[config.mk]
export PLATFORM = sky130hd
export DESIGN_NAME = prufd_ctrl
export DESIGN_NICKNAME = d
export VERILOG_FILES = /design/src/rtl/core/prufd_pkg.sv /design/src/rtl/core/prufd_ctrl.sv
export SDC_FILE = /design/constraint.sdc
export NUM_CORES = 1
export LEC_CHECK = 0
export ABC_CLOCK_PERIOD_IN_PS = 14700
export BUFFER_PORTS_ARGS = -buffer_cell sky130_fd_sc_hd__buf_2
export CORE_ASPECT_RATIO = 2
export CORE_MARGIN = 3
export CORE_UTILIZATION = 65
export CTS_CLUSTER_DIAMETER = 60
export CTS_CLUSTER_SIZE = 8
export DETAILED_ROUTE_END_ITERATION = 7
export PLACE_DENSITY_LB_ADDON = 0.05
export SLEW_MARGIN = 20
export SYNTH_ARGS = -nofsm -noshare
export SYNTH_HDL_FRONTEND = slang
export SYNTH_SLANG_ARGS = --single-unit
[constraint.sdc]
create_clock -name clk -period 14.7 [get_ports clk]
set_clock_uncertainty 0.2 [all_clocks]
set_input_delay 0.735 -clock clk [delete_from_list [all_inputs] [get_ports clk]]
set_output_delay 0.735 -clock clk [all_outputs]
set_load 0.01 [all_outputs]
[src/rtl/core/prufd_pkg.sv]
package prufd_pkg;

  // Sizes of the node store and the fields.
  localparam int NODES  = 4096;
  localparam int IDX_W  = 12;
  localparam int SIZE_W = 13;
  localparam int PROD_W = 24;
  localparam int POS_W  = 4;

  localparam logic [SIZE_W-1:0] SIZE_MAX  = 13'h1FFF;
  localparam logic [PROD_W-1:0] PROD_MAX  = 24'hFFFFFF;
  localparam logic [POS_W-1:0]  POS_LIMIT = 4'd15;
  localparam logic [SIZE_W-1:0] NODES_SZ  = 13'd4096;

  // Command codes of an input item.
  localparam logic CMD_BOND  = 1'b0;
  localparam logic CMD_CLEAR = 1'b1;

  // One node entry: a root holds its cluster size, other nodes a parent index.
  typedef struct packed {
    logic              root;
    logic [SIZE_W-1:0] link;
  } entry_t;

  // Access request to the node store.
  typedef struct packed {
    logic             we;
    logic [IDX_W-1:0] waddr;
    entry_t           wdata;
    logic             re;
    logic [IDX_W-1:0] raddr;
  } ram_req_t;

  typedef struct packed {
    logic             cmd;
    logic [IDX_W-1:0] node_a;
    logic [IDX_W-1:0] node_b;
    logic             last_candidate;
  } in_item_t;

  typedef struct packed {
    logic [POS_W-1:0]  selected_index;
    logic [SIZE_W-1:0] largest_size;
    logic              merged;
  } out_item_t;

  typedef enum logic [3:0] {
    S_CLR, S_IDLE, S_W1, S_W2, S_FB, S_PROD, S_BEST, S_MA, S_MB, S_MW, S_LF
  } state_t;

  typedef enum logic [1:0] {
    PH_A, PH_B, PH_L
  } phase_t;

endpackage

[src/rtl/core/prufd_ctrl.sv]
module prufd_ctrl (
  input  logic                          clk,
  input  logic                          rst,
  input  logic                          start,
  input  prufd_pkg::in_item_t           item,
  input  logic [prufd_pkg::SIZE_W-1:0]  node_count,
  input  prufd_pkg::entry_t             rdata,
  output prufd_pkg::ram_req_t           req,
  output logic                          busy,
  output logic                          done,
  output prufd_pkg::out_item_t          result
);

  localparam int IW = prufd_pkg::IDX_W;
  localparam int SW = prufd_pkg::SIZE_W;

  prufd_pkg::state_t state, state_next;
  prufd_pkg::phase_t phase, phase_next;

  logic [IW-1:0] cur, cur_next, start_node, start_node_next;
  logic [IW-1:0] root_r, root_r_next;
  logic [SW-1:0] root_size, root_size_next;
  logic [IW-1:0] node_b_r, node_b_r_next;
  logic          last_r, last_r_next;
  logic [IW-1:0] ra, ra_next, rb, rb_next;
  logic [SW-1:0] sa, sa_next, sb, sb_next;
  logic [2*SW-1:0] prod, prod_next;
  logic [prufd_pkg::PROD_W-1:0] best_product, best_product_next;
  logic [IW-1:0] best_root_a, best_root_a_next, best_root_b, best_root_b_next;
  logic [prufd_pkg::POS_W-1:0] best_position, best_position_next;
  logic [prufd_pkg::POS_W-1:0] counter, counter_next;
  logic [SW-1:0] largest, largest_next;
  prufd_pkg::entry_t ea, ea_next;
  logic [IW-1:0] keep, keep_next, drop, drop_next;
  logic          merged, merged_next;
  logic [IW-1:0] clr_idx, clr_idx_next, clr_last, clr_last_next;
  logic          done_next;
  prufd_pkg::out_item_t result_next;

  logic [SW-1:0] eff;
  logic [IW-1:0] a_sat, b_sat, nxt;
  logic          find_done;
  logic [IW-1:0] fr;
  logic [SW-1:0] fs;
  logic [prufd_pkg::PROD_W-1:0] prod_sat;
  logic [SW:0]   sum;

  // Effective node count and saturated endpoints.
  always_comb begin
    if (node_count == '0) begin
      eff = SW'(1);
    end else if (node_count > prufd_pkg::NODES_SZ) begin
      eff = prufd_pkg::NODES_SZ;
    end else begin
      eff = node_count;
    end
    a_sat = ({1'b0, item.node_a} >= eff) ? IW'(eff - SW'(1)) : item.node_a;
    b_sat = ({1'b0, item.node_b} >= eff) ? IW'(eff - SW'(1)) : item.node_b;
  end

  // End of a root search and the root it found.
  always_comb begin
    nxt       = rdata.link[IW-1:0];
    find_done = 1'b0;
    fr        = root_r;
    fs        = root_size;
    case (state)
      prufd_pkg::S_W1: begin
        if (rdata.root && cur == start_node) begin
          find_done = 1'b1;
          fr        = cur;
          fs        = rdata.link;
        end
      end
      prufd_pkg::S_W2: begin
        find_done = rdata.root || cur == root_r || nxt == root_r;
      end
      default: begin
        find_done = 1'b0;
      end
    endcase
    prod_sat = (prod > (2*SW)'(prufd_pkg::PROD_MAX)) ? prufd_pkg::PROD_MAX
                                                      : prod[prufd_pkg::PROD_W-1:0];
    sum = {1'b0, ea.link} + {1'b0, rdata.link};
  end

  // Next state.
  always_comb begin
    state_next = state;
    case (state)
      prufd_pkg::S_CLR: begin
        if (clr_idx == clr_last) state_next = prufd_pkg::S_IDLE;
      end
      prufd_pkg::S_IDLE: begin
        if (start) begin
          state_next = (item.cmd == prufd_pkg::CMD_CLEAR) ? prufd_pkg::S_CLR
                                                          : prufd_pkg::S_W1;
        end
      end
      prufd_pkg::S_W1, prufd_pkg::S_W2: begin
        if (find_done) begin
          case (phase)
            prufd_pkg::PH_A: state_next = prufd_pkg::S_FB;
            prufd_pkg::PH_B: state_next = prufd_pkg::S_PROD;
            default:         state_next = prufd_pkg::S_IDLE;
          endcase
        end else if (state == prufd_pkg::S_W1 && rdata.root) begin
          state_next = prufd_pkg::S_W2;
        end
      end
      prufd_pkg::S_FB:   state_next = prufd_pkg::S_W1;
      prufd_pkg::S_PROD: state_next = prufd_pkg::S_BEST;
      prufd_pkg::S_BEST: state_next = last_r ? prufd_pkg::S_MA : prufd_pkg::S_IDLE;
      prufd_pkg::S_MA:   state_next = prufd_pkg::S_MB;
      prufd_pkg::S_MB: begin
        if (best_root_a != best_root_b && ea.root && rdata.root) begin
          state_next = prufd_pkg::S_MW;
        end else begin
          state_next = prufd_pkg::S_LF;
        end
      end
      prufd_pkg::S_MW:   state_next = prufd_pkg::S_LF;
      prufd_pkg::S_LF:   state_next = prufd_pkg::S_W1;
      default:           state_next = prufd_pkg::S_IDLE;
    endcase
  end

  // Datapath updates and memory requests.
  always_comb begin
    req                = '0;
    phase_next         = phase;
    cur_next           = cur;
    start_node_next    = start_node;
    root_r_next        = root_r;
    root_size_next     = root_size;
    node_b_r_next      = node_b_r;
    last_r_next        = last_r;
    ra_next            = ra;
    rb_next            = rb;
    sa_next            = sa;
    sb_next            = sb;
    prod_next          = prod;
    best_product_next  = best_product;
    best_root_a_next   = best_root_a;
    best_root_b_next   = best_root_b;
    best_position_next = best_position;
    counter_next       = counter;
    largest_next       = largest;
    ea_next            = ea;
    keep_next          = keep;
    drop_next          = drop;
    merged_next        = merged;
    clr_idx_next       = clr_idx;
    clr_last_next      = clr_last;
    done_next          = 1'b0;
    result_next        = result;
    case (state)
      prufd_pkg::S_CLR: begin
        req.we       = 1'b1;
        req.waddr    = clr_idx;
        req.wdata    = '{root: 1'b1, link: SW'(1)};
        clr_idx_next = clr_idx + IW'(1);
      end
      prufd_pkg::S_IDLE: begin
        if (start) begin
          if (item.cmd == prufd_pkg::CMD_CLEAR) begin
            clr_idx_next  = '0;
            clr_last_next = IW'(eff - SW'(1));
            counter_next  = '0;
            largest_next  = '0;
          end else begin
            node_b_r_next   = b_sat;
            last_r_next     = item.last_candidate;
            cur_next        = a_sat;
            start_node_next = a_sat;
            phase_next      = prufd_pkg::PH_A;
            req.re          = 1'b1;
            req.raddr       = a_sat;
          end
        end
      end
      prufd_pkg::S_W1: begin
        // Walk up to the root.
        if (rdata.root) begin
          root_r_next    = cur;
          root_size_next = rdata.link;
          if (cur != start_node) begin
            cur_next  = start_node;
            req.re    = 1'b1;
            req.raddr = start_node;
          end
        end else begin
          cur_next  = nxt;
          req.re    = 1'b1;
          req.raddr = nxt;
        end
      end
      prufd_pkg::S_W2: begin
        // Second walk points every visited node at the root.
        if (!(rdata.root || cur == root_r)) begin
          req.we    = 1'b1;
          req.waddr = cur;
          req.wdata = '{root: 1'b0, link: {1'b0, root_r}};
          if (nxt != root_r) begin
            cur_next  = nxt;
            req.re    = 1'b1;
            req.raddr = nxt;
          end
        end
      end
      prufd_pkg::S_FB: begin
        cur_next        = node_b_r;
        start_node_next = node_b_r;
        phase_next      = prufd_pkg::PH_B;
        req.re          = 1'b1;
        req.raddr       = node_b_r;
      end
      prufd_pkg::S_PROD: begin
        prod_next = sa * sb;
      end
      prufd_pkg::S_BEST: begin
        if (counter == '0 || prod_sat < best_product) begin
          best_product_next  = prod_sat;
          best_root_a_next   = ra;
          best_root_b_next   = rb;
          best_position_next = counter;
        end
        if (counter < prufd_pkg::POS_LIMIT) counter_next = counter + 1'b1;
        if (last_r) begin
          req.re    = 1'b1;
          req.raddr = (counter == '0 || prod_sat < best_product) ? ra : best_root_a;
        end
      end
      prufd_pkg::S_MA: begin
        ea_next   = rdata;
        req.re    = 1'b1;
        req.raddr = best_root_b;
      end
      prufd_pkg::S_MB: begin
        // Union by size; on a tie the first root stays root.
        if (best_root_a != best_root_b && ea.root && rdata.root) begin
          merged_next = 1'b1;
          if (rdata.link > ea.link) begin
            keep_next = best_root_b;
            drop_next = best_root_a;
          end else begin
            keep_next = best_root_a;
            drop_next = best_root_b;
          end
          req.we    = 1'b1;
          req.waddr = (rdata.link > ea.link) ? best_root_b : best_root_a;
          req.wdata = '{root: 1'b1,
                        link: (sum > {1'b0, prufd_pkg::SIZE_MAX}) ? prufd_pkg::SIZE_MAX
                                                                 : sum[SW-1:0]};
        end else begin
          merged_next = 1'b0;
        end
      end
      prufd_pkg::S_MW: begin
        req.we    = 1'b1;
        req.waddr = drop;
        req.wdata = '{root: 1'b0, link: {1'b0, keep}};
      end
      prufd_pkg::S_LF: begin
        cur_next        = best_root_a;
        start_node_next = best_root_a;
        phase_next      = prufd_pkg::PH_L;
        req.re          = 1'b1;
        req.raddr       = best_root_a;
      end
      default: begin
        req = '0;
      end
    endcase

    // Hand the found root to whoever asked for it.
    if (find_done) begin
      case (phase)
        prufd_pkg::PH_A: begin
          ra_next = fr;
          sa_next = fs;
        end
        prufd_pkg::PH_B: begin
          rb_next = fr;
          sb_next = fs;
        end
        default: begin
          largest_next               = (fs > largest) ? fs : largest;
          result_next.selected_index = best_position;
          result_next.largest_size   = (fs > largest) ? fs : largest;
          result_next.merged         = merged;
          done_next                  = 1'b1;
          counter_next               = '0;
        end
      endcase
    end
  end

  // Registers; after reset the store is swept to singletons.
  always_ff @(posedge clk) begin
    if (rst) begin
      state         <= prufd_pkg::S_CLR;
      phase         <= prufd_pkg::PH_A;
      clr_idx       <= '0;
      clr_last      <= IW'(prufd_pkg::NODES - 1);
      counter       <= '0;
      largest       <= '0;
      best_product  <= '0;
      best_root_a   <= '0;
      best_root_b   <= '0;
      best_position <= '0;
      done          <= 1'b0;
    end else begin
      state         <= state_next;
      phase         <= phase_next;
      clr_idx       <= clr_idx_next;
      clr_last      <= clr_last_next;
      counter       <= counter_next;
      largest       <= largest_next;
      best_product  <= best_product_next;
      best_root_a   <= best_root_a_next;
      best_root_b   <= best_root_b_next;
      best_position <= best_position_next;
      done          <= done_next;
    end
  end

  always_ff @(posedge clk) begin
    cur        <= cur_next;
    start_node <= start_node_next;
    root_r     <= root_r_next;
    root_size  <= root_size_next;
    node_b_r   <= node_b_r_next;
    last_r     <= last_r_next;
    ra         <= ra_next;
    rb         <= rb_next;
    sa         <= sa_next;
    sb         <= sb_next;
    prod       <= prod_next;
    ea         <= ea_next;
    keep       <= keep_next;
    drop       <= drop_next;
    merged     <= merged_next;
    result     <= result_next;
  end

  assign busy = (state != prufd_pkg::S_IDLE);

  // A write and a read in the same cycle never target the same entry.
  assert property (@(posedge clk) disable iff (rst)
    (req.we && req.re) |-> (req.waddr != req.raddr))
    else $error("store write and read collide");

  // A result only follows the end of a root search.
  assert property (@(posedge clk) disable iff (rst)
    done |-> ($past(state) == prufd_pkg::S_W1 || $past(state) == prufd_pkg::S_W2))
    else $error("result without a finished search");

  // A clearing sweep runs to its last entry.
  assert property (@(posedge clk) disable iff (rst)
    (state == prufd_pkg::S_CLR && clr_idx != clr_last) |=> state == prufd_pkg::S_CLR)
    else $error("clearing sweep cut short");

endmodule

# ---- Word-level counts from Yosys, hierarchy flattened
# Cells that the tools add are included.
dict set report word_totals {
  register_bits 295
  input_bits 56
  output_inout_bits 60
  wordCells 166
}
dict set report op_classes {
  addsub 4
  mul 1
  n_lt_le_gt_ge 9
  n_eq_ne 27
  mux 62
  n_bitwise 3
  n_reduce_logical 30
}
# op n
set ops {}
lappend ops {{13-bit two-way mux} 17}
lappend ops {{12-bit two-way mux} 15}
lappend ops {{27-bit one-hot mux with 4 select lines} 1}
lappend ops {{13-bit one-hot mux with 7 select lines} 1}
lappend ops {{12-bit one-hot mux with 5 select lines} 1}
lappend ops {{12-bit equality test} 4}
lappend ops {{40-bit two-way mux} 1}
lappend ops {{4-bit two-way mux} 9}
lappend ops {{12-bit != test} 3}
lappend ops {{12-bit one-hot mux with 3 select lines} 1}
lappend ops {{4-bit one-hot mux with 9 select lines} 1}
lappend ops {{27-bit two-way mux} 1}
lappend ops {{12-bit by 13-bit greater-or-equal comparator with 1-bit output} 2}
lappend ops {{13-bit > comparator} 2}
lappend ops {{26-bit by 24-bit > comparator with 1-bit output (second input constant)} 1}
lappend ops {{13-bit by 13-bit multiplier with 26-bit output} 1}
lappend ops {{24-bit < comparator} 1}
lappend ops {{24-bit two-way mux} 1}
lappend ops {{12-bit one-hot mux with 2 select lines} 1}
lappend ops {{4-bit by 3-bit equality test with 1-bit output (second input constant)} 4}
lappend ops {{3-bit AND reduction} 5}
lappend ops {{13-bit by 13-bit adder with 14-bit output} 1}
lappend ops {{14-bit by 13-bit > comparator with 1-bit output (second input constant)} 1}
lappend ops {{13-bit > comparator (second input constant)} 1}
lappend ops {{31 further kinds} 60}

# ---- Depth between registers and ports, before layout
dict set report depth {
  word_depth 8
  mapped_depth 22
  mapped_depth_nobuf 20
}

# ---- Worst setup path after synthesis
# No wires, ideal clock.
dict set report synth_timing {
  path_type {register to register}
  from {register sa[5]}
  to {register prod[24] (data pin)}
  setup_ps 262
  t_arrival_ps 5274
  t_required_ps 14238
  setup_slack_ps 8964
  path_stages_with_launch 21
  synth_period_minus_slack_ps 5736
  path_cell_list {edfxtp_1 -> clkbuf_1 -> and2_1 -> fa_1 -> inv_1 -> fa_1 -> inv_1 -> fa_1 -> inv_1 -> fa_1 -> fa_1 -> inv_1 -> ha_1 -> a21oi_1 -> o221ai_1 -> o31a_1 -> a221oi_2 -> o31ai_1 -> a211oi_1 -> o21bai_1 -> xor2_1}
}
dict set report synth_via {
  elab_chain_cells 1
}
# item line
set synth_rtl {}
lappend synth_rtl {{start, declared} prufd_ctrl.sv:26} ;# logic [SW-1:0] sa, sa_next, sb, sb_next;
lappend synth_rtl {{start signal, assigned} prufd_ctrl.sv:337} ;# sa <= sa_next;
lappend synth_rtl {{13-bit by 13-bit multiplier with 26-bit output} prufd_ctrl.sv:219} ;# prod_next = sa * sb;
lappend synth_rtl {{end signal, assigned} prufd_ctrl.sv:339} ;# prod <= prod_next;
lappend synth_rtl {{end, declared} prufd_ctrl.sv:27} ;# logic [2*SW-1:0] prod, prod_next;
# Every way passes these cells.
# A chain may end at the register's enable or synchronous reset.

# ---- Final worst setup path
# Ends and elaborated chain as after synthesis.

==> flow_metrics.tcl <==
set metrics [dict create \
    die_area_mm2 0.0349 \
    wire_per_inst_um 24.0 \
    clock_path_buffers 3 \
    ant_nets 0 \
    ys.flop_type "edfxtp_1" \
    cts_tree "yes" \
    cp.required_ns 14.78 \
    antenna_found_initial 2 \
    synth.distinct_cells 75 \
    cts.clk_slew.worst_paths_ns 0.06 \
    crit_slowest_cell "edfxtp_1" \
    postCtsSetupRepairBufs 0 \
    start_util_pct 66.5 \
    async_reset_ff_share_pct 0 \
    synth_cells 2086 \
    h-tree-depth 2 \
    p_sw_share_pct 23.7 \
    dr_total_vias 16400 \
    netlist_area_mm2 0.0212 \
    clock_latency_ns 0.54 \
    drc 0 \
    worstPathCellList "and2_1 -> fa_1 -> inv_1 -> fa_1 -> inv_1 -> fa_1 -> inv_1 -> fa_1 -> fa_1 -> inv_1 -> ha_1 -> a21oi_1 -> o221ai_1 -> o31a_1 -> a221oi_2 -> o31ai_1 -> a211oi_1 -> o21bai_1 -> xor2_1" \
    fillers 2411 \
    dieWidth_um 134 \
    fmax_mhz 162 \
    cts_buffers 42 \
    cts.sinks 295 \
    gp_congestion 1.01 \
    grt_pass1_wl_um 95100 \
    fin_area_mm2 0.0234 \
    leakage_nw 10.4 \
    status "finished, final reports clean" \
    finalWirelength_um 63200 \
    initialDrtViolationCount 1423 \
    finalSetupTns_ns 0 \
    die_h_um 261 \
    pwr-share-clk_pct 46.1 \
    drive_gt1_share_pct 10.9 \
    syn_avg_cell_area_um2 10.2 \
    rsz0062_at_grt "no" \
    power.internal_mw 1.52 \
    slew_violations 0 \
    hold_viol_final 0 \
    port_buffers 115 \
    synth-seq-cells 295 \
    period_share_pct 42.1 \
    maxSlewHeadroom_pct 35.8 \
    timing.final.crit_period_ns 6.19 \
    mappedNetlistNets 2425 \
    layout.nets 2520 \
    yosys_warnings 0 \
    start_kind "flip-flop" \
    diodes 0 \
    hold_class "flip-flop to flip-flop" \
    worst_slew_pin_slew_ns 0.960 \
    p_switching_mw 0.471 \
    yosysSeqAreaShare_pct 37.1 \
    grt_max_degree 65 \
    sequentialPowerShare_pct 45.5 \
    placement_rows 92 \
    crit_type "flip-flop to flip-flop" \
    end_kind "flip-flop" \
    cp.arrival_ns 6.27 \
    p_comb_share_pct 8.3 \
    ir_worst_vdd_uv 86.9 \
    max_stage_delay_ns 0.58 \
    power_density_mw_per_mm2 85.0 \
    place_hpwl_um 48600 \
    first_pass_iters 6 \
    pin_count 116 \
    core_area_mm2 0.0319 \
    dpl-instance-area_mm2 0.0221 \
    cpMostUsedCell "fa_1" \
    cts-root-buf "clkbuf_16" \
    synth_edf_count 195 \
    grt-ovfl-total 0 \
    area_growth_pct 10.2 \
    critical_path_peak_fanout 13 \
    drv_cap 0 \
    setup_violations 0 \
    ctsResizeCount 0 \
    grt_pass1_vias 16900 \
    cts_hold_buf 0 \
    routed_via_density 6.21 \
    grt_usage_pct 36.2 \
]
==> critical path: cells and delay by family (launching register included) <==
kind,cells,cell delay [ns]
and+or+nand+nor,1,0.25
AOI/OAI and AO/OA,7,1.64
DFF,1,0.58
buffers and inverters,4,0.20
adders and majority gates,6,2.95
xor gates and xnor gates,1,0.14
==> area by class of cell <==
| type | instances | area (um2) | area share [%] |
|---|---|---|---|
| multi-input cells | 1426 | 11900 | 51.1 |
| flip-flops and latches | 295 | 7860 | 33.6 |
| clock buffers | 75 | 1240 | 5.30 |
| inverters | 277 | 1040 | 4.45 |
| repair buffers | 139 | 756 | 3.24 |
| well taps | 423 | 529 | 2.27 |
==> Yosys cell counts, types with 12 or more instances <==
| master | n | area (um2) |
|---|---|---|
| a21o_1 | 23 | 173 |
| a21oi_1 | 80 | 400 |
| a221o_1 | 29 | 290 |
| a221oi_1 | 14 | 123 |
| a22o_1 | 15 | 131 |
| a22oi_1 | 17 | 128 |
| and2_1 | 87 | 544 |
| buf_2 | 12 | 60.1 |
| clkbuf_1 | 64 | 240 |
| dfxtp_1 | 100 | 2000 |
| edfxtp_1 | 195 | 5860 |
| fa_1 | 122 | 2440 |
| ha_1 | 161 | 2010 |
| inv_1 | 273 | 1020 |
| mux2_1 | 20 | 225 |
| mux2_2 | 24 | 270 |
| mux2i_1 | 81 | 811 |
| nand2_1 | 197 | 739 |
| nand3_1 | 40 | 200 |
| nand4_1 | 13 | 81.3 |
| nor2_1 | 128 | 480 |
| nor2b_1 | 12 | 75.1 |
| nor3_1 | 13 | 65.1 |
| nor4_1 | 17 | 106 |
| o21ai_0 | 32 | 160 |
| o21ai_1 | 20 | 100 |
| o21bai_1 | 12 | 90.1 |
| o2bb2ai_1 | 13 | 114 |
| or3_1 | 32 | 200 |
| xnor2_1 | 32 | 280 |
| xor2_1 | 67 | 587 |
==> registers in the layout, summed over array words and instances (netlist names), 13 cells and up <==
register	count
sa	13
result	18
best_product	24
prod	26
root_size	13
largest	13
sb	13
ea	14
==> per-stage QoR <==
stage / hold WS, ns / util, % / setup slack, ns / cells / total power, mW
floorplan: 0.200 / - / 8.96 / 2086 / 1.01
global placement: 0.203 / 69.4 / 8.62 / 2560 / 1.08
detailed placement: 0.219 / 69.4 / 8.52 / 2560 / 1.08
CTS: 0.215 / 73.3 / 8.51 / 2635 / 1.99
global route: 0.212 / 73.3 / 8.27 / 2635 / 2.04
finish: 0.226 / 73.3 / 8.51 / 2635 / 1.99
==> power by group through the flow <==
stage	Combinational [mW]	Sequential [mW]	Clock [mW]
2_1_floorplan	0.101	0.914	0
3_3_place_gp	0.160	0.920	0
4_1_cts	0.163	0.904	0.924
5_1_grt	0.177	0.905	0.953
6_report	0.165	0.904	0.916
3_5_place_dp	0.162	0.920	0
==> layout by cell type (no fill, tap or decap), types with 10 or more instances in the layout <==
| master | n |
|---|---|
| fa_1 | 122 |
| a21o_1 | 23 |
| a221o_1 | 29 |
| o2bb2ai_1 | 13 |
| a211oi_1 | 10 |
| nand4_1 | 13 |
| a31oi_1 | 11 |
| a22oi_1 | 17 |
| a221oi_1 | 14 |
| or3_1 | 32 |
| o2111ai_1 | 11 |
| mux2_2 | 24 |
| buf_2 | 115 |
| nor2_1 | 126 |
| mux2i_1 | 81 |
| ha_1 | 161 |
| clkbuf_1 | 30 |
| clkbuf_16 | 45 |
| o21ai_1 | 20 |
| a21oi_1 | 80 |
| dfxtp_1 | 100 |
| and2_1 | 86 |
| mux2_1 | 20 |
| xnor2_1 | 32 |
| o21ai_0 | 32 |
| nor2b_1 | 10 |
| nand2_1 | 196 |
| buf_4 | 24 |
| xor2_1 | 67 |
| a22o_1 | 15 |
| inv_1 | 273 |
| o21bai_1 | 12 |
| nand3_1 | 40 |
| nor4_1 | 17 |
| nor3_1 | 13 |
| edfxtp_1 | 195 |
==> logic make-up (layout without fill, tap and decap cells) <==
| logic type | Yosys count | count (layout) | share of synthesized area (%) |
|---|---|---|---|
| flip-flops | 295 | 295 | 37.1 |
| AO/OA/AOI/OAI | 342 | 342 | 11.5 |
| adder cells (fa/ha/maj) | 283 | 283 | 21.0 |
| AND/OR/NAND/NOR | 570 | 570 | 12.9 |
| XOR/XNOR | 99 | 99 | 4.09 |
| multiplexers | 132 | 132 | 6.70 |
| buffers and inverters | 365 | 491 | 6.70 |
==> per-layer routing <==
layer | share of wire, % | vias to the layer above | GRT usage (%) | routed length (um)
li1 | - | 7404 | - | -
met3 | 4.7 | 294 | 4.27 | 2950
met5 | 0.024 | - | 0 | 15
met2 | 54 | 695 | 67.4 | 34000
met1 | 30 | 7977 | 33.8 | 19300
met4 | 11 | 2 | 33.3 | 6990
==> path summary, 6_finish.rpt <==
| kind | slack, ns | to | start | depth (start not counted) |
|---|---|---|---|---|
| min | 0.23 | result[0] | merged | 0 |
| min reg2reg | 0.23 | result[0] | merged | 0 |
| max reg2reg | 8.51 | prod[24] | sa[5] | 19 |
| max | 8.51 | prod[24] | sa[5] | 19 |
Note: power is estimated with default switching activity, not from simulation.
